--- config.mk ---
export PLATFORM = sky130hd
export DESIGN_NAME = read_pair_overlap_trimmer
export DESIGN_NICKNAME = d
export VERILOG_FILES = /design/src/rtl/rpot_pkg.sv /design/src/rtl/rpot_store.sv /design/src/rtl/rpot_seq.sv /design/src/rtl/read_pair_overlap_trimmer.sv
export VERILOG_INCLUDE_DIRS = /design/src /design/src/rtl
export SDC_FILE = /design/constraint.sdc
export NUM_CORES = 2
export LEC_CHECK = 0
export ABC_CLOCK_PERIOD_IN_PS = 6850
export BUFFER_PORTS_ARGS = -buffer_cell sky130_fd_sc_hd__buf_2
export CORE_MARGIN = 4
export CORE_UTILIZATION = 35
export DETAILED_ROUTE_END_ITERATION = 6
export GPL_TIMING_DRIVEN = 1
export PLACE_DENSITY = 0.48
export SLEW_MARGIN = 20
export SYNTH_ARGS = -nofsm -noshare
export SYNTH_HDL_FRONTEND = slang
export SYNTH_SLANG_ARGS = --single-unit
--- constraint.sdc ---
create_clock -name clk -period 6.85 [get_ports clk]
set_input_delay 1.37 -clock clk [delete_from_list [all_inputs] [get_ports clk]]
set_output_delay 1.37 -clock clk [all_outputs]
set_load 0.1 [all_outputs]
--- src/rtl/read_pair_overlap_trimmer_defines.svh ---
// Assertion macros used by the trimmer sequencer (rpot_seq).
`ifndef READ_PAIR_OVERLAP_TRIMMER_DEFINES_SVH
`define READ_PAIR_OVERLAP_TRIMMER_DEFINES_SVH

// Same-cycle implication, disabled while reset is asserted.
`define RPOT_ASSERT_IMP(lbl, ck, rn, ante, cons) \
	lbl: assert property (@(posedge ck) disable iff (!rn) (ante) |-> (cons)) \
		else $error("rpot check failed");

// Next-cycle implication, disabled while reset is asserted.
`define RPOT_ASSERT_NEXT(lbl, ck, rn, ante, cons) \
	lbl: assert property (@(posedge ck) disable iff (!rn) (ante) |=> (cons)) \
		else $error("rpot check failed");

`endif

--- src/rtl/rpot_pkg.sv ---
package rpot_pkg;

	localparam int RPOT_MAX_READ_LEN = 256;
	localparam int MOL_W = 9;
	localparam logic [MOL_W-1:0] MOL_RESET = 9'd30;

	localparam logic [1:0] ACT_READ1 = 2'd0;
	localparam logic [1:0] ACT_READ2 = 2'd1;
	localparam logic [1:0] ACT_FINISH = 2'd2;

	localparam logic [2:0] BASE_N = 3'd4;

	typedef struct packed {
		logic wr;
		logic clr;
		logic [2:0] base;
	} store_req_t;

	typedef enum logic [3:0] {
		ST_IDLE,
		ST_RSTART,
		ST_PCHK,
		ST_SEED_RD,
		ST_SEED_CMP,
		ST_HIT,
		ST_PRE_RD,
		ST_PRE_CMP,
		ST_TAIL_CHK,
		ST_TAIL_RD,
		ST_TAIL_CMP,
		ST_RND_END,
		ST_DONE
	} rpot_state_t;

	function automatic logic [2:0] rpot_norm(input logic [2:0] b);
		return (b > BASE_N) ? BASE_N : b;
	endfunction

	function automatic logic [2:0] rpot_comp(input logic [2:0] b);
		return (b >= BASE_N) ? BASE_N : 3'(3'd3 - b);
	endfunction

endpackage

--- src/rtl/rpot_store.sv ---
module rpot_store import rpot_pkg::*; #(
	parameter int MAX_READ_LEN = RPOT_MAX_READ_LEN
) (
	input  logic                               clk,
	input  logic                               arst_n,
	input  store_req_t                         req,
	input  logic [$clog2(MAX_READ_LEN)-1:0]    rd_addr,
	output logic [2:0]                         rd_base,
	output logic [$clog2(MAX_READ_LEN+1)-1:0]  count
);

	localparam int AW = $clog2(MAX_READ_LEN);
	localparam int CW = $clog2(MAX_READ_LEN + 1);
	localparam logic [CW-1:0] MAXC = CW'(MAX_READ_LEN);

	logic [2:0] mem [MAX_READ_LEN];
	logic [CW-1:0] count_q;
	logic [2:0] rd_base_q;

	always_ff @(posedge clk) begin
		if (req.wr && (count_q < MAXC)) begin
			mem[count_q[AW-1:0]] <= req.base;
		end
		rd_base_q <= mem[rd_addr];
	end

	always_ff @(posedge clk or negedge arst_n) begin
		if (!arst_n) begin
			count_q <= '0;
		end else if (req.clr) begin
			count_q <= '0;
		end else if (req.wr && (count_q < MAXC)) begin
			count_q <= count_q + 1'b1;
		end
	end

	assign rd_base = rd_base_q;
	assign count = count_q;

endmodule

--- src/rtl/rpot_seq.sv ---
`include "read_pair_overlap_trimmer_defines.svh"

module rpot_seq import rpot_pkg::*; #(
	parameter int MAX_READ_LEN = RPOT_MAX_READ_LEN
) (
	input  logic                               clk,
	input  logic                               arst_n,
	input  logic                               s_tvalid,
	output logic                               s_tready,
	input  logic [1:0]                         s_action,
	input  logic [2:0]                         s_base,
	input  logic                               cfg_valid,
	output logic                               cfg_ready,
	input  logic [MOL_W-1:0]                   cfg_data,
	output logic                               m_tvalid,
	input  logic                               m_tready,
	output logic [15:0]                        m_tdata,
	output store_req_t                         req1,
	output store_req_t                         req2,
	output logic [$clog2(MAX_READ_LEN)-1:0]    rd1_addr,
	output logic [$clog2(MAX_READ_LEN)-1:0]    rd2_addr,
	input  logic [2:0]                         rd1_base,
	input  logic [2:0]                         rd2_base,
	input  logic [$clog2(MAX_READ_LEN+1)-1:0]  cnt1,
	input  logic [$clog2(MAX_READ_LEN+1)-1:0]  cnt2
);

	localparam int AW = $clog2(MAX_READ_LEN);
	localparam int CW = $clog2(MAX_READ_LEN + 1);
	localparam int IW = ((CW > MOL_W) ? CW : MOL_W) + 1;
	localparam logic [CW-1:0] MAXC = CW'(MAX_READ_LEN);

	rpot_state_t state_q, state_d;

	logic [MOL_W-1:0] mol_q;
	logic ovf_q;
	logic m_tvalid_q;
	logic [15:0] m_tdata_q;

	logic round_q;
	logic [IW-1:0] s_q, off_q, p_q, a_q, b_q;
	logic err_q;
	logic merged_q, hit_round_q;
	logic [MOL_W-1:0] ovl_q;

	logic [IW-1:0] l1, l2, mol, ovl, rc_addr;
	logic accept, out_free, mis, seed_last, pre_last;

	assign l1 = IW'(cnt1);
	assign l2 = IW'(cnt2);
	assign mol = IW'(mol_q);
	assign ovl = l2 - p_q + off_q;
	assign rc_addr = l2 - IW'(1) - a_q;
	assign out_free = !m_tvalid_q || m_tready;
	assign mis = (b_q >= l1) || (rd1_base != rpot_comp(rd2_base));
	assign seed_last = (b_q + IW'(1)) == (off_q + s_q);
	assign pre_last = (b_q + IW'(1)) == off_q;

	always_comb begin
		state_d = state_q;
		unique case (state_q)
			ST_IDLE: begin
				if (accept && (s_action == ACT_FINISH)) begin
					state_d = ST_RSTART;
				end
			end
			ST_RSTART: state_d = ST_PCHK;
			ST_PCHK: begin
				if ((p_q + s_q) > l2) begin
					state_d = ST_RND_END;
				end else if (s_q == '0) begin
					state_d = ST_HIT;
				end else begin
					state_d = ST_SEED_RD;
				end
			end
			ST_SEED_RD: state_d = ST_SEED_CMP;
			ST_SEED_CMP: begin
				if (mis) begin
					state_d = ST_PCHK;
				end else if (seed_last) begin
					state_d = ST_HIT;
				end else begin
					state_d = ST_SEED_RD;
				end
			end
			ST_HIT: begin
				if ((ovl < mol) || (p_q < off_q)) begin
					state_d = ST_RND_END;
				end else if (off_q == '0) begin
					state_d = ST_TAIL_CHK;
				end else begin
					state_d = ST_PRE_RD;
				end
			end
			ST_PRE_RD: state_d = ST_PRE_CMP;
			ST_PRE_CMP: begin
				if (mis && err_q) begin
					state_d = ST_PCHK;
				end else if (pre_last) begin
					state_d = ST_TAIL_CHK;
				end else begin
					state_d = ST_PRE_RD;
				end
			end
			ST_TAIL_CHK: begin
				if (a_q >= l2) begin
					state_d = ST_DONE;
				end else begin
					state_d = ST_TAIL_RD;
				end
			end
			ST_TAIL_RD: state_d = ST_TAIL_CMP;
			ST_TAIL_CMP: begin
				if (mis && err_q) begin
					state_d = ST_PCHK;
				end else begin
					state_d = ST_TAIL_CHK;
				end
			end
			ST_RND_END: begin
				if (round_q) begin
					state_d = ST_DONE;
				end else begin
					state_d = ST_RSTART;
				end
			end
			ST_DONE: begin
				if (out_free) begin
					state_d = ST_IDLE;
				end
			end
			default: state_d = ST_IDLE;
		endcase
	end

	always_comb begin
		s_tready = (state_q == ST_IDLE);
		accept = s_tvalid && s_tready;
		cfg_ready = 1'b1;
		req1.wr = accept && (s_action == ACT_READ1);
		req2.wr = accept && (s_action == ACT_READ2);
		req1.base = rpot_norm(s_base);
		req2.base = rpot_norm(s_base);
		req1.clr = (state_q == ST_DONE) && out_free;
		req2.clr = (state_q == ST_DONE) && out_free;
		rd1_addr = b_q[AW-1:0];
		rd2_addr = rc_addr[AW-1:0];
	end

	always_ff @(posedge clk or negedge arst_n) begin
		if (!arst_n) begin
			state_q <= ST_IDLE;
			mol_q <= MOL_RESET;
			ovf_q <= 1'b0;
			m_tvalid_q <= 1'b0;
		end else begin
			state_q <= state_d;
			if (cfg_valid && cfg_ready) begin
				mol_q <= cfg_data;
			end
			if ((req1.wr && (cnt1 == MAXC)) || (req2.wr && (cnt2 == MAXC))) begin
				ovf_q <= 1'b1;
			end
			if (m_tvalid_q && m_tready) begin
				m_tvalid_q <= 1'b0;
			end
			if ((state_q == ST_DONE) && out_free) begin
				m_tvalid_q <= 1'b1;
				ovf_q <= 1'b0;
			end
		end
	end

	always_ff @(posedge clk) begin
		unique case (state_q)
			ST_IDLE: begin
				round_q <= 1'b0;
				s_q <= IW'(mol_q[MOL_W-1:1]);
			end
			ST_RSTART: begin
				off_q <= round_q ? s_q : '0;
				p_q <= '0;
			end
			ST_PCHK: begin
				a_q <= p_q;
				b_q <= off_q;
			end
			ST_SEED_CMP: begin
				if (mis) begin
					p_q <= p_q + IW'(1);
				end else begin
					a_q <= a_q + IW'(1);
					b_q <= b_q + IW'(1);
				end
			end
			ST_HIT: begin
				err_q <= 1'b0;
				if (off_q == '0) begin
					a_q <= p_q + s_q;
					b_q <= off_q + s_q;
				end else begin
					a_q <= p_q - off_q;
					b_q <= '0;
				end
			end
			ST_PRE_CMP: begin
				if (mis && err_q) begin
					p_q <= p_q + IW'(1);
				end else begin
					err_q <= err_q | mis;
					if (pre_last) begin
						a_q <= p_q + s_q;
						b_q <= off_q + s_q;
					end else begin
						a_q <= a_q + IW'(1);
						b_q <= b_q + IW'(1);
					end
				end
			end
			ST_TAIL_CHK: begin
				if (a_q >= l2) begin
					merged_q <= 1'b1;
					ovl_q <= ovl[MOL_W-1:0];
					hit_round_q <= round_q;
				end
			end
			ST_TAIL_CMP: begin
				if (mis && err_q) begin
					p_q <= p_q + IW'(1);
				end else begin
					err_q <= err_q | mis;
					a_q <= a_q + IW'(1);
					b_q <= b_q + IW'(1);
				end
			end
			ST_RND_END: begin
				round_q <= 1'b1;
				if (round_q) begin
					merged_q <= 1'b0;
					ovl_q <= '0;
					hit_round_q <= 1'b0;
				end
			end
			ST_DONE: begin
				if (out_free) begin
					m_tdata_q <= {4'b0, ovf_q, hit_round_q, ovl_q, merged_q};
				end
			end
			default: begin
			end
		endcase
	end

	assign m_tvalid = m_tvalid_q;
	assign m_tdata = m_tdata_q;

	`RPOT_ASSERT_NEXT(a_result_load, clk, arst_n, (state_q == ST_DONE) && out_free, m_tvalid_q && (state_q == ST_IDLE))
	`RPOT_ASSERT_IMP(a_seed_range, clk, arst_n, state_q == ST_SEED_RD, (p_q + s_q) <= l2)
	`RPOT_ASSERT_IMP(a_tail_range, clk, arst_n, state_q == ST_TAIL_RD, a_q < l2)
	`RPOT_ASSERT_IMP(a_count_range, clk, arst_n, 1'b1, (cnt1 <= MAXC) && (cnt2 <= MAXC))

endmodule

--- src/rtl/read_pair_overlap_trimmer.sv ---
// Channel   Dir  Handshake            Payload
// s_*       in   s_tvalid/s_tready    tuser: action; tdata: base
// m_*       out  m_tvalid/m_tready    tdata: merged, overlap_length, seed_round, length_overflow
// cfg_*     in   cfg_valid/cfg_ready  min_overlap_length
//
// Base beats load only while the sequencer is idle. A finish beat walks both stores
// through one read port per store and one shared base comparator, with a read step
// and then a compare step for each base pair at each candidate position of a round.
// Reset clears counts, overflow flag, output valid and loads min_overlap_length = 30.
// The result sits in an output register; a stalled m_tready holds only the next finish.
module read_pair_overlap_trimmer import rpot_pkg::*; #(
	parameter int MAX_READ_LEN = RPOT_MAX_READ_LEN
) (
	input  logic              clk,
	input  logic              arst_n,
	input  logic              s_tvalid,
	output logic              s_tready,
	input  logic [7:0]        s_tdata,   // [2:0] base
	input  logic [1:0]        s_tuser,   // [1:0] action
	output logic              m_tvalid,
	input  logic              m_tready,
	output logic [15:0]       m_tdata,   // [0] merged, [9:1] overlap_length, [10] seed_round,
	                                     // [11] length_overflow
	input  logic              cfg_valid,
	output logic              cfg_ready,
	input  logic [MOL_W-1:0]  cfg_data
);

	localparam int AW = $clog2(MAX_READ_LEN);
	localparam int CW = $clog2(MAX_READ_LEN + 1);

	store_req_t req1, req2;
	logic [AW-1:0] rd1_addr, rd2_addr;
	logic [2:0] rd1_base, rd2_base;
	logic [CW-1:0] cnt1, cnt2;

	rpot_store #(.MAX_READ_LEN(MAX_READ_LEN)) u_store1 (
		.clk     (clk),
		.arst_n  (arst_n),
		.req     (req1),
		.rd_addr (rd1_addr),
		.rd_base (rd1_base),
		.count   (cnt1)
	);

	rpot_store #(.MAX_READ_LEN(MAX_READ_LEN)) u_store2 (
		.clk     (clk),
		.arst_n  (arst_n),
		.req     (req2),
		.rd_addr (rd2_addr),
		.rd_base (rd2_base),
		.count   (cnt2)
	);

	rpot_seq #(.MAX_READ_LEN(MAX_READ_LEN)) u_seq (
		.clk       (clk),
		.arst_n    (arst_n),
		.s_tvalid  (s_tvalid),
		.s_tready  (s_tready),
		.s_action  (s_tuser),
		.s_base    (s_tdata[2:0]),
		.cfg_valid (cfg_valid),
		.cfg_ready (cfg_ready),
		.cfg_data  (cfg_data),
		.m_tvalid  (m_tvalid),
		.m_tready  (m_tready),
		.m_tdata   (m_tdata),
		.req1      (req1),
		.req2      (req2),
		.rd1_addr  (rd1_addr),
		.rd2_addr  (rd2_addr),
		.rd1_base  (rd1_base),
		.rd2_base  (rd2_base),
		.cnt1      (cnt1),
		.cnt2      (cnt2)
	);

endmodule
# Yosys cells after proc, flatten, opt, wreduce, memory -nomap -nowiden

Memory sizes are Yosys's and may differ from the RTL's. A register that Yosys moved wholly into a read port is not among the register bits.
Cells that the tools add are included.

Output and inout bits: 19
Bits in writable memories: 1536
Input port bits: 24
Memories: 2
Register bits: 104
Word-level logic and storage cells: 161

Reductions and logical operators: 36
Order comparisons: 9
Bitwise operators: 1
Muxes and demuxes: 54
$add $sub $neg: 13
Equality and inequality tests: 29

Memory list:

| name         | words | bits a word | read ports | clocked after memory_dff | wr ports | RTL line         | RTL |
|---|---|---|---|---|---|---|---|
| u_store1.mem | 256   | 3           | 1          | 1                        | 1        | rpot_store.sv:16 | `logic [2:0] mem [MAX_READ_LEN];` |
| u_store2.mem | 256   | 3           | 1          | 1                        | 1        | rpot_store.sv:16 |  |

Operators with widths:

| kind                                                             | count |
|---|---|
| 10-bit two-way mux                                               | 12 |
| 10-bit one-hot mux with 5 select lines                           | 2 |
| 9-bit two-way mux                                                | 6 |
| 4-bit one-hot mux with 13 select lines                           | 1 |
| 4-bit two-way mux                                                | 10 |
| 10-bit by 1-bit adder with 10-bit output (second input constant) | 3 |
| 10-bit one-hot mux with 3 select lines                           | 1 |
| 10-bit by 8-bit adder with 10-bit output                         | 2 |
| 4-bit == test (second input constant)                            | 5 |
| 10-bit by 9-bit greater-or-equal comparator with 1-bit output    | 2 |
| 10-bit zero test                                                 | 2 |
| 9-bit by 1-bit adder with 9-bit output (second input constant)   | 2 |
| 9-bit == test (second input constant)                            | 2 |
| 9-bit less-than comparator (second input constant)               | 2 |
| 9-bit one-hot mux with 2 select lines                            | 1 |
| 4-bit by 3-bit == test with 1-bit output (second input constant) | 4 |
| 3-bit two-way mux                                                | 5 |
| 2-bit nonzero test                                               | 7 |
| 1-bit two-way mux                                                | 12 |
| 2-bit by 1-bit != test with 1-bit output (second input constant) | 6 |
| 1-bit logical AND                                                | 11 |
| 10-bit == test                                                   | 1 |
| 10-bit by 8-bit == test with 1-bit output                        | 1 |
| 10-bit by 9-bit greater-than comparator with 1-bit output        | 1 |
| other kinds (28)                                                 | 41 |

# Depth between registers and ports, before layout

Depth after elaboration: 7
Depth in mapped cells: 20
Mapped depth without buffers: 20

# Hierarchy

Synthesis repeated with hierarchy kept, for this count alone.

Cell total of the unflattened synthesis: 4123
Area total of the unflattened synthesis: 70550.2 µm²

Modules (own cells, without submodules):

| module     | cells an instance | seq. area each (µm²) | area an instance (µm²) | times used |
|---|---|---|---|---|
| rpot_store | 1663              | 23347.4              | 31575.3                | 2 |
| rpot_seq   | 797               | 2512.4               | 7399.6                 | 1 |

# Worst setup path before layout

OpenSTA, ideal clock, no wires.

Kind: input to register
Start: in s_tdata[2]
End: mem u_store1.mem[0][0], data pin
Arrival: 13.920 ns
Stages on the path: 1
Path slack: -9.806 ns
Required time: 4.113 ns
Buffers on the path: 0
Library setup time: 2.737 ns
Cells stage by stage: nor2b_1

Cells in the longest elaborated chain, start to end: 2

RTL lines:

| element                       | RTL line                        | RTL |
|---|---|---|
| from (decl)                   | read_pair_overlap_trimmer.sv:18 | `input logic [7:0] s_tdata,` |
| 3-bit greater-than comparator | rpot_pkg.sv:36                  | `return (b > BASE_N) ? BASE_N : b;` |
| 3-bit two-way mux             | rpot_pkg.sv:36                  |  |
| to (decl)                     | rpot_store.sv:16                |  |

No other way between the ends.

# Worst setup path in the final report

Start: reg u_seq.off_q[1]
End: reg u_seq.state_q[3]

Cells in the longest elaborated chain, start to end: 5
Elaborated cells between the ends (all ways): 11
Those cells by class: 1 x add/sub; 2 x order compare; 1 x eq/ne; 5 x mux; 2 x reduce/logical

RTL lines:

| element                                                | RTL line        | RTL |
|---|---|---|
| from (decl)                                            | rpot_seq.sv:41  | `logic [IW-1:0] s_q, off_q, p_q, a_q, b_q;` |
| from (signal assigned)                                 | rpot_seq.sv:182 | `off_q <= round_q ? s_q : '0;` |
| 10-bit by 8-bit adder with 10-bit output               | rpot_seq.sv:52  | `assign ovl = l2 - p_q + off_q;` |
| net u_seq.ovl[8]                                       | rpot_seq.sv:46  | `logic [IW-1:0] l1, l2, mol, ovl, rc_addr;` |
| 10-bit by 9-bit less-than comparator with 1-bit output | rpot_seq.sv:88  | `if ((ovl < mol) \|\| (p_q < off_q)) begin` |
| 1-bit logical OR                                       | rpot_seq.sv:88  |  |
| 4-bit two-way mux                                      | rpot_seq.sv:88  |  |
| 4-bit one-hot mux with 13 select lines                 | rpot_seq.sv:61  | `unique case (state_q)` |
| to (signal assigned)                                   | rpot_seq.sv:158 | `state_q <= state_d;` |
| to (decl)                                              | rpot_seq.sv:33  | `rpot_state_t state_q, state_d;` |

The timed path passes the listed nets, and every way through them passes these cells.
A chain may end at the register's enable or synchronous reset.

==> impl.org <==
** Drt
- Via Count :: 34420
- In the final routed layout, each cell accounts on average for 25.84 µm.
- Number of design rule violations left after detail routing :: 0
- Iteration-0 DRC count of the detailed router :: 2771
- The first detailed-routing pass took 7 iterations.
- The highest metal layer carrying signal wires in the routed design is met4.
- In the routed layout, each cell is associated on average with a via count of 5.206.
- The count of nets left with antenna violations once routing finished came out at 0.
- Wire segments on met3 add up to 7258 µm in the final route.
- Wires add up to 170900 µm.
- Routed wire length on met2 :: 85730 µm
- Sum of routed wire segments on met1 :: 73980 µm

** Yosys
- Count of synthesis-stage warnings from yosys :: 0
- Most used standard cell by instance count after synthesis :: sky130_fd_sc_hd__edfxtp_1
- Area share of the largest cell type after synthesis :: 69.70%
- In the synthesized netlist, the number of instances is 3776.
- Post-synth EDFFs :: 1607
- The netlist uses 82 different library cells.
- Mapped Avg Cell Area :: 18.33 µm²
- Summed instance area of the synthesized netlist :: 69230 µm²
- Synthesis-stage register bit count :: 1646
- Of all flip-flops after synthesis, the portion carrying an async set or reset was 2.005%.
- Sequential cell area fraction in the yosys report :: 71.08%
- By area the synthesized netlist is led by sky130_fd_sc_hd__edfxtp_1 70%, sky130_fd_sc_hd__mux4_2 16%, sky130_fd_sc_hd__nor2_1 3.3%.
- The synthesized design spends more area on one cell type than any other, namely sky130_fd_sc_hd__edfxtp_1.
- Commonest cells in the synthesized netlist :: 1607 x sky130_fd_sc_hd__edfxtp_1, 600 x sky130_fd_sc_hd__nor2_1, 480 x sky130_fd_sc_hd__mux4_2
- Among all flip-flop cells after synthesis, the most frequent one is sky130_fd_sc_hd__edfxtp_1.

** Clocking
- CTS H-Tree Depth :: 4
- TritonCTS built the clock tree.
- Buffers inserted during clock tree synthesis total 172.
- The number of hold buffers added after CTS was 0.
- The clock passes through at most 3 buffers.
- The clock net in this run drives a total of 1646 sinks.
- The tree is rooted in a sky130_fd_sc_hd__clkbuf_16.
- Gates resized during post-CTS repair numbered 0.
- After clock tree synthesis, the clock-pin slew on the worst setup and hold paths is 0.06 ns.
- Insertion delay to the later sink of the worst-skew pair :: 0.83 ns
- Number of buffers inserted to repair setup after CTS :: 0

** Critical path
- Register-to-Register Setup Slack :: 1.95 ns
- Top fanout value on the critical path :: 5
- The worst setup path is launched from a flip-flop.
- Counting stages on the worst path, the most repeated cell is sky130_fd_sc_hd__a21oi_1.
- Launch point of the worst reg-to-reg path :: u_seq.off_q[1]
- Ordered cell list for the critical path :: inv_1, fa_1, inv_1, fa_1, a21o_1, a21oi_1, o21bai_1, a21oi_1, o21bai_1, a21oi_1, xnor2_1, ha_1, nor3_1, nor2_1, o41ai_1, o211a_1, a211oi_1, a21boi_0, a211o_1
- FF-to-FF End :: u_seq.state_q[3]
- Worst-case reg-to-reg path depth :: 19
- Delay contributed by the slowest stage of the critical path :: 0.61 ns
- The critical path is of the reg -> reg type.
- Worst EP required :: 7.53 ns
- On the critical path, the stage with the largest delay is an instance of sky130_fd_sc_hd__a211oi_1.
- Critical path arrival :: 5.59 ns
- Tracing the worst setup path back leads to its startpoint at u_seq.off_q[1].
- Category of the worst setup path capture point :: flip-flop

** Power
- Power comes to 33760 µW.
- In this run the power density over the cells is 432.0 nW/µm².
- Reported leakage power :: 0.02307 µW
- The worst-case IR drop observed on VDD is 0.3934 mV.

** Finish
- Signed area change from the synthesized netlist to the final layout :: 12.89%
- Layout cells sized above 1 :: 21.50%
- The net count of the finished layout is 3972.

** Global route
- Largest net degree at the start of global routing :: 220
- The number of global-route vias before repair was 36460.
- GRT Util Overall :: 16.62%
- Remaining global-route overflow :: 0
- The first global-routing pass estimated 251800 µm of wire.
- Antenna violations before repair :: 2

** Floorplan
- In this run the standard cell core region covers 195800 µm².
- Measured along the x axis, the die boundary spans 452.8 µm.
- Pin placement for this block handled 43 I/O pins.
- Die height :: 452.8 µm
- After floorplanning, the core was divided into 162 placement rows.
- Once the floorplan was initialized, standard cells occupied 35.36% of the core.
- Die footprint :: 205000 µm²

** STA
- Final-report setup violation count :: 0
- For the finished layout, the period the worst path requires is 4.904 ns.
- Setup total negative slack on the finished layout was measured at 0 ns.
- At the pin with the least slew margin, the transition time is 1.176 ns.
- FMAX :: 203.9 MHz
- The hold violation total from the final report came to 0.
- Worst-case clock skew :: 0.03884 ns
- Of the available clock period, the critical path in the final layout requires 71.59%.
- Headroom to the max-slew limit came out at 21.29%.
- Setup repair after global routing missed its margin :: no
- Total count of max-transition violations in the final report :: 0

** Placed design
- HPWL after detailed placement :: 102700 µm
- The congestion estimate from routability-driven global placement came to 0.7880.
- In this run the tool buffered the top-level ports with 32 buffer cells.

** Run status
- Run status :: finished clean

** Min path
- Tightest Hold Check Type :: reg -> reg
- For hold timing, the worst endpoint is u_seq.m_tdata[2].
- The worst hold path passes through 0 cells.
- The startpoint identified for the worst hold timing path is u_seq.ovl_q[1].

** Job
- The tool flagged a number of max-cap violations equal to 0.
==> layout make-up <==
class                      count  area (µm²)
fill                       17740      117600
sequential                  1646       49210
multi-input combinational   1844       18870
clock buffer                 208        4439
tap                         2624        3283
clock inverter               104        1167
timing repair buffer         108       903.4
inverter                      76       285.3
antenna                        1       2.502
==> metrics by stage <==
stage	area, µm²	utilization (%)	setup WS [ns]	hold slack (ns)	cells
3_5_place_dp	72540	37.05	1.998	0.4066	6298
2_1_floorplan	69260	-	0.3449	0.4003	3779
5_1_grt	78150	39.91	1.566	0.4239	6610
6_report	78160	39.92	1.946	0.4182	6611
3_3_place_gp	72540	37.05	1.923	0.4029	6298
4_1_cts	78140	39.91	1.941	0.4204	6610
==> registers in the layout, indices dropped and copies added (netlist names), 3 cells and up <==
register / flops
u_store2.rd_base: 3
u_seq.p_q: 10
u_seq.b_q: 10
u_store1.rd_base: 3
u_seq.m_tdata: 12
u_seq.ovl_q: 9
u_store2.mem: 768
u_seq.state_q: 4
u_seq.s_q: 8
u_seq.a_q: 10
u_store1.count: 9
u_store2.count: 9
u_store1.mem: 768
u_seq.off_q: 8
u_seq.mol_q: 9
==> critical path: cells and delay by family (launching register included) <==
kind | cells | cell delay (ns)
adder cells (fa/ha/maj) | 3 | 1.20
buffers and inverters | 2 | 0.27
flip-flops | 1 | 0.57
XOR/XNOR | 1 | 0.20
AO/OA/AOI/OAI | 11 | 2.33
AND/OR/NAND/NOR | 2 | 0.17
==> cells in the final DEF (no fill, tap or decap), drive strengths merged, types with 29 or more instances in the layout <==
cell type	n
inv	81
nand2	122
nor2	602
o21ai	53
clkinv	81
nand3	44
xnor2	60
ha	88
dfrtp	29
edfxtp	1607
clkbuf	208
buf	108
a21oi	41
mux2i	49
mux4	480
==> report_power, final <==
group	internal [µW]	switching (µW)
Combinational	5860	6800
Sequential	11400	404
Clock	5270	4040
Total	22500	11200
==> metal layers <==
layer  vias to the layer above  track usage, %
met4                         0           4.215
met2                       795           27.98
li1                      15190               -
met1                     18200           22.63
met3                       236           2.599
met5                         -               0
==> worst max-delay path by stage <==
stage | cells past startpoint | slack (ns) | endpoint
final | 19 | 1.95 | u_seq.state_q[3]
after global routing | 19 | 1.57 | u_seq.state_q[3]
after CTS | 19 | 1.94 | u_seq.state_q[3]
after detailed placement | 19 | 2.00 | u_seq.state_q[3]
after global placement | 19 | 1.92 | u_seq.state_q[3]
after floorplan | 1 | 0.34 | u_store1.mem[0][0]
==> cells by family (layout without fill, tap and decap cells) <==
family                   Yosys count  in the layout  share of synthesized area [%]
flip-flops                      1646           1646                          71.08
AND/OR/NAND/NOR                  898            898                          5.480
multiplexers                     530            530                          16.34
buffers and inverters            289            496                          1.807
AO/OA/AOI/OAI                    229            229                          2.252
adder cells (fa/ha/maj)          100            100                          1.937
XOR/XNOR                          82             82                          1.099
other                              2              6                        0.01085
(Power assumes the default switching activity.)
